**src/hdl/virtual_time_event_queue_defines.svh**
```systemverilog
// Assertion macros shared by the virtual time event queue RTL.
// Each macro expects a clock named clk and an active-low reset named rst_n in scope.
`ifndef VIRTUAL_TIME_EVENT_QUEUE_DEFINES_SVH
`define VIRTUAL_TIME_EVENT_QUEUE_DEFINES_SVH

// Same-cycle implication, checked on every rising clock edge outside reset.
`define VTQ_ASSERT_IMP(lbl, ante, cons, msg) \
  lbl: assert property (@(posedge clk) disable iff (!rst_n) (ante) |-> (cons)) \
    else $error(msg);

// Next-cycle implication, checked on every rising clock edge outside reset.
`define VTQ_ASSERT_NXT(lbl, ante, cons, msg) \
  lbl: assert property (@(posedge clk) disable iff (!rst_n) (ante) |=> (cons)) \
    else $error(msg);

`endif

```
**src/hdl/vtq_pkg.sv**
```systemverilog
// Shared types and constants for the virtual time event queue.
// Used by vtq_cell and virtual_time_event_queue; depends on nothing.
package vtq_pkg;

  // Field widths fixed by the interface.
  localparam int TIME_W  = 48;
  localparam int LATE_W  = 32;
  localparam int SPEED_W = 16;

  // Default configuration of the queue.
  localparam int DEF_QUEUE_DEPTH = 16;
  localparam int DEF_ID_BITS     = 8;

  // Reset value of the speed factor, 1.0 in 8.8 fixed point.
  localparam logic [SPEED_W-1:0] SPEED_RESET = 16'd256;

  // Largest virtual time.
  localparam logic [TIME_W-1:0] TIME_MAX = {TIME_W{1'b1}};

  // Input opcodes.
  typedef enum logic [2:0] {
    OP_INSERT  = 3'd0,
    OP_REMOVE  = 3'd1,
    OP_TICK    = 3'd2,
    OP_SUSPEND = 3'd3,
    OP_SETTIME = 3'd4
  } op_t;

  // Result status codes.
  localparam logic STATUS_DUE  = 1'b0;
  localparam logic STATUS_DROP = 1'b1;

  // Command broadcast to every cell of the chain.
  typedef enum logic [2:0] {
    CMD_HOLD,
    CMD_INS,
    CMD_REM,
    CMD_POP,
    CMD_SETT
  } cell_cmd_t;

  // Controller states.
  typedef enum logic [2:0] {
    ST_IDLE,
    ST_INS,
    ST_REM,
    ST_SETT,
    ST_TADD,
    ST_POP,
    ST_DROP
  } state_t;

  // Broadcast control word for the chain.
  typedef struct packed {
    cell_cmd_t         cmd;
    logic [TIME_W-1:0] new_dl;  // deadline of the entry being inserted
    logic [TIME_W-1:0] vt;      // current virtual time
    logic [TIME_W:0]   diff;    // signed shift applied to every deadline
  } cell_ctl_t;

  // State one cell shows its neighbors.
  typedef struct packed {
    logic              valid;
    logic              cond;    // new deadline goes at or before this slot
    logic [TIME_W-1:0] dl;
  } cell_link_t;

endpackage

```
**src/hdl/vtq_cell.sv**
```systemverilog
// One slot of the sorted timer chain: holds a deadline, an id and a valid bit.
// Depends on vtq_pkg and on virtual_time_event_queue_defines.svh for nothing.
module vtq_cell #(
  parameter int ID_BITS = vtq_pkg::DEF_ID_BITS
) (
  input  logic                 clk,
  input  logic                 rst_n,
  input  vtq_pkg::cell_ctl_t   ctl,
  input  logic [ID_BITS-1:0]   cmd_id,
  input  vtq_pkg::cell_link_t  left,
  input  logic [ID_BITS-1:0]   left_id,
  input  vtq_pkg::cell_link_t  right,
  input  logic [ID_BITS-1:0]   right_id,
  input  logic                 found_in,
  output vtq_pkg::cell_link_t  self,
  output logic [ID_BITS-1:0]   self_id,
  output logic                 found_out,
  output logic                 due
);

  logic                       valid_r, valid_nxt;
  logic [vtq_pkg::TIME_W-1:0] dl_r, dl_nxt;
  logic [ID_BITS-1:0]         id_r, id_nxt;
  logic                       cond;
  logic                       match;
  logic [vtq_pkg::TIME_W+1:0] shifted;
  logic [vtq_pkg::TIME_W-1:0] shifted_sat;

  // Insert position found in each cell; remove match rippled along the chain.
  assign cond      = !valid_r || (ctl.new_dl < dl_r);
  assign match     = valid_r && (id_r == cmd_id);
  assign found_out = found_in || match;
  assign due       = valid_r && (dl_r <= ctl.vt);

  assign self.valid = valid_r;
  assign self.cond  = cond;
  assign self.dl    = dl_r;
  assign self_id    = id_r;

  // Deadline shifted by the set-time offset, clamped to the time range.
  assign shifted = $signed({2'b00, dl_r}) + $signed({ctl.diff[vtq_pkg::TIME_W], ctl.diff});
  always_comb begin
    if (shifted[vtq_pkg::TIME_W+1]) begin
      shifted_sat = '0;
    end else if (shifted[vtq_pkg::TIME_W]) begin
      shifted_sat = vtq_pkg::TIME_MAX;
    end else begin
      shifted_sat = shifted[vtq_pkg::TIME_W-1:0];
    end
  end

  // Next slot contents for each chain command.
  always_comb begin
    valid_nxt = valid_r;
    dl_nxt    = dl_r;
    id_nxt    = id_r;
    case (ctl.cmd)
      vtq_pkg::CMD_INS: begin
        valid_nxt = valid_r || left.valid;
        if (left.cond) begin
          dl_nxt = left.dl;
          id_nxt = left_id;
        end else if (cond) begin
          dl_nxt = ctl.new_dl;
          id_nxt = cmd_id;
        end
      end
      vtq_pkg::CMD_REM: begin
        if (found_out) begin
          valid_nxt = right.valid;
          dl_nxt    = right.dl;
          id_nxt    = right_id;
        end
      end
      vtq_pkg::CMD_POP: begin
        valid_nxt = right.valid;
        dl_nxt    = right.dl;
        id_nxt    = right_id;
      end
      vtq_pkg::CMD_SETT: begin
        dl_nxt = shifted_sat;
      end
      default: begin
        valid_nxt = valid_r;
      end
    endcase
  end

  // Valid bit is control state and resets.
  always_ff @(posedge clk) begin
    if (!rst_n) begin
      valid_r <= 1'b0;
    end else begin
      valid_r <= valid_nxt;
    end
  end

  // Payload needs no reset.
  always_ff @(posedge clk) begin
    dl_r <= dl_nxt;
    id_r <= id_nxt;
  end

endmodule

```
**config.mk**
```make
export PLATFORM = sky130hd
export DESIGN_NAME = vtq_cell
export DESIGN_NICKNAME = d
export VERILOG_FILES = /design/src/hdl/virtual_time_event_queue_defines.svh /design/src/hdl/vtq_pkg.sv /design/src/hdl/vtq_cell.sv
export SDC_FILE = /design/constraint.sdc
export NUM_CORES = 1
export LEC_CHECK = 0
export CAP_MARGIN = 20
export CORE_UTILIZATION = 39
export DETAILED_ROUTE_END_ITERATION = 7
export DONT_BUFFER_PORTS = 1
export SYNTH_ARGS = -nofsm -noshare
export SYNTH_HDL_FRONTEND = slang
export SYNTH_SLANG_ARGS = --single-unit
```
**constraint.sdc**
```tcl
create_clock -name clk -period 5.12 [get_ports clk]
set_clock_uncertainty 0.1 [all_clocks]
set_input_delay 0.512 -clock clk [delete_from_list [all_inputs] [get_ports clk]]
set_output_delay 0.512 -clock clk [all_outputs]
set_load 0.02 [all_outputs]
```
==> flow_metrics.tcl <==
set metrics [dict create \
    cpPeakStageDelay_ns 1.01 \
    required_ns 4.51 \
    p_leak_nw 4.50 \
    syn2layout_area_growth_pct 6.58 \
    critPathCaptureType "output pin" \
    die-area_um2 23600 \
    hold_class "primary input to register" \
    avgRoutedWirePerCell_um 22.4 \
    drt-initial-drc-count 610 \
    path_common_cell "a21o_1" \
    crit_type "register to output pin" \
    dpl_cell_area_um2 9210 \
    rsz0062_at_grt "false" \
    dieHeight_um 153 \
    globalplace.congestion 0.915 \
    io_buffers 0 \
    yosysMostFrequentCell "ha_1" \
    post_cts_buffers 0 \
    setup_slack_ns 0.593 \
    clk_pin_slew_ns 0.05 \
    cellPowerDensity_nw_per_um2 276 \
    cts_max_level 3 \
    fp.coreArea_um2 22600 \
    ys_warn_count 0 \
    numClockSinks 57 \
    grt_max_degree 79 \
    hold_viol 0 \
    path_cells "inv_1, ha_1, a21o_1, a21o_1, a21o_1, a21o_1, a21oi_1, nor2b_1, a2111oi_0, o211ai_1, inv_1" \
    vias 8562 \
    start_kind "register" \
    ir_drop_mv 0.130 \
    status "finished, final reports clean" \
    place_ws_ns 0.793 \
    fp-row-count 55 \
    final_area_um2 9540 \
    firstDrtPassIters 7 \
    netlist_area_um2 8950 \
    period_minus_slack_ns 4.53 \
    maxSlewHeadroom 0.190 \
    cap_violations 0 \
    path_max_fanout 4 \
    fin_tns_setup_ns 0 \
    drc 0 \
    synthArstFlopShare 0 \
    grt_pass1_wl_um 46400 \
    postSynthAreaPerCell_um2 7.86 \
    layout.nets 1528 \
    yosys.area.top_type "ha_1" \
    worst_slew_pin_slew_ns 1.18 \
    synth-edff-count 56 \
    ctsHoldBuffers 0 \
    setup_viol 0 \
    ys_types 64 \
    ys_seq_elements 57 \
    clock_latency_ns 0.35 \
    layout_worst_path_cycle_share 0.884 \
    critPathBufInv 2 \
    boundaryPins 335 \
    grt_overflow 0 \
    syn_nets 1558 \
    start_util 0.397 \
    fmax_mhz 221 \
    crit_family "compound AO/OA/AOI/OAI gates" \
    cts_buffers 9 \
    synth_area_leaders "ha_1 20%, edfxtp_1 19%, a21oi_1 6.6%" \
    yosysTopAreaCellShare 0.200 \
    dieWidth_um 153 \
    layout-drive-gt1-share 0.0395 \
    grt_use_total 0.258 \
    via_per_inst 6.12 \
    first_global_vias 8075 \
    whs_ns 0.212 \
    cts_tree "yes" \
    dp_hpwl_um 25800 \
    multi_input_area_um2 6600 \
    yosysSeqAreaShare 0.190 \
    netlist_instances 1139 \
    ys.flop_type "edfxtp_1" \
    clock-root-buffer "clkbuf_16" \
    seqCellArea_um2 1700 \
    detail-route-antenna-nets 0 \
    slew_violations 0 \
    wirelength_um 31300 \
    crit_arrival_ns 3.91 \
    antenna_found_initial 0 \
    synth_commonest_cells "143 x ha_1, 118 x a21oi_1, 115 x inv_1" \
    cts_resized 0 \
    fillers 2301 \
    cpMaxStageDelayCell "a2111oi_0" \
    diodes 0 \
    ctsLongestPathBuffers 2 \
]
-- cell type report --
class                           instances  share of cell area
Clock buffer                           12              0.0269
Clock inverter                          4             0.00774
Inverter                              115              0.0453
Multi-Input combinational cell        913               0.692
Sequential cell                        57               0.178
Tap cell                              285              0.0374
Timing Repair Buffer                   13              0.0129
-- metrics by stage --
| step | total power (W) | utilization | instances |
|---|---|---|---|
| global placement | 0.00191 | 0.408 | 1383 |
| finish | 0.00264 | 0.423 | 1399 |
| floorplan | 0.00164 | - | 1139 |
| detailed placement | 0.00193 | 0.408 | 1383 |
| CTS | 0.00264 | 0.423 | 1399 |
| global route | 0.00281 | 0.423 | 1399 |
-- state kept, by name, summed over array words and instances (netlist names) --
| signal | count |
|---|---|
| valid_r | 1 |
| self_id | 8 |
| dl_r | 48 |
-- worst register-to-register path, stage by stage, from the launching register on --
cell,delay (ns)
edfxtp_1,0.52
ha_1,0.29
fa_1,0.44
a211oi_1,0.36
o211ai_1,0.17
a311oi_2,0.40
nor4_1,0.14
o21ai_1,0.28
nand2_1,0.18
a311oi_4,0.58
buf_4,0.39
o21bai_1,0.20
a221o_1,0.17
-- routing by layer --
metal	up-vias	global-route usage	wire (um)
li1	4151	-	-
met1	4024	0.339	14100
met2	335	0.420	14200
met3	52	0.0544	2200
met4	0	0.0824	819
met5	-	0	0
-- final timing paths --
kind,endpoint,cells past startpoint,start,slack (ns)
min,valid_r$_SDFFE_PN0P_,1,rst_n,0.21
max reg2reg,dl_r[44]$_DFFE_PP_,12,dl_r[0]$_DFFE_PP_,0.78
max,self[48],11,dl_r[9]$_DFFE_PP_,0.59
min reg2reg,valid_r$_SDFFE_PN0P_,1,valid_r$_SDFFE_PN0P_,0.79
-- cell families (layout without fill, tap and decap cells) --
group,after synthesis,count (layout),synth area share
and+or+nand+nor,292,292,0.159
buffers and inverters,169,144,0.0768
AOI/OAI and AO/OA,372,372,0.260
adders and majority gates,144,144,0.202
xor gates and xnor gates,44,44,0.0431
DFF,57,57,0.190
muxes,61,61,0.0686
-- placed cells by master, fill, tap and decap left out, types with 3 or more instances in the layout --
master,count
nor2_1,77
o31ai_1,5
a21o_1,58
nor4_1,8
ha_1,143
mux2_2,3
inv_1,115
nor2b_1,8
o21ai_0,71
o211ai_1,11
nand3b_1,3
nand2_1,53
xor2_1,29
a21oi_1,117
edfxtp_1,56
a211o_1,3
xnor2_1,15
o21a_1,6
nand3_1,15
a221oi_1,3
o21ai_1,29
buf_4,11
mux2i_1,58
a22oi_1,3
nand4_1,30
and2_1,7
a2111oi_0,4
clkbuf_16,9
o21bai_1,19
or3_1,5
nor3_1,63
a31oi_1,9
a221o_1,3
o221ai_1,3
and3_1,8
a211oi_1,8
nand2b_1,5
-- power breakdown --
part	internal [W]	switching, W
Clock	0.000454	0.000245
Sequential	0.000589	0.000159
Combinational	0.000494	0.000695
(Power assumes the default switching activity.)
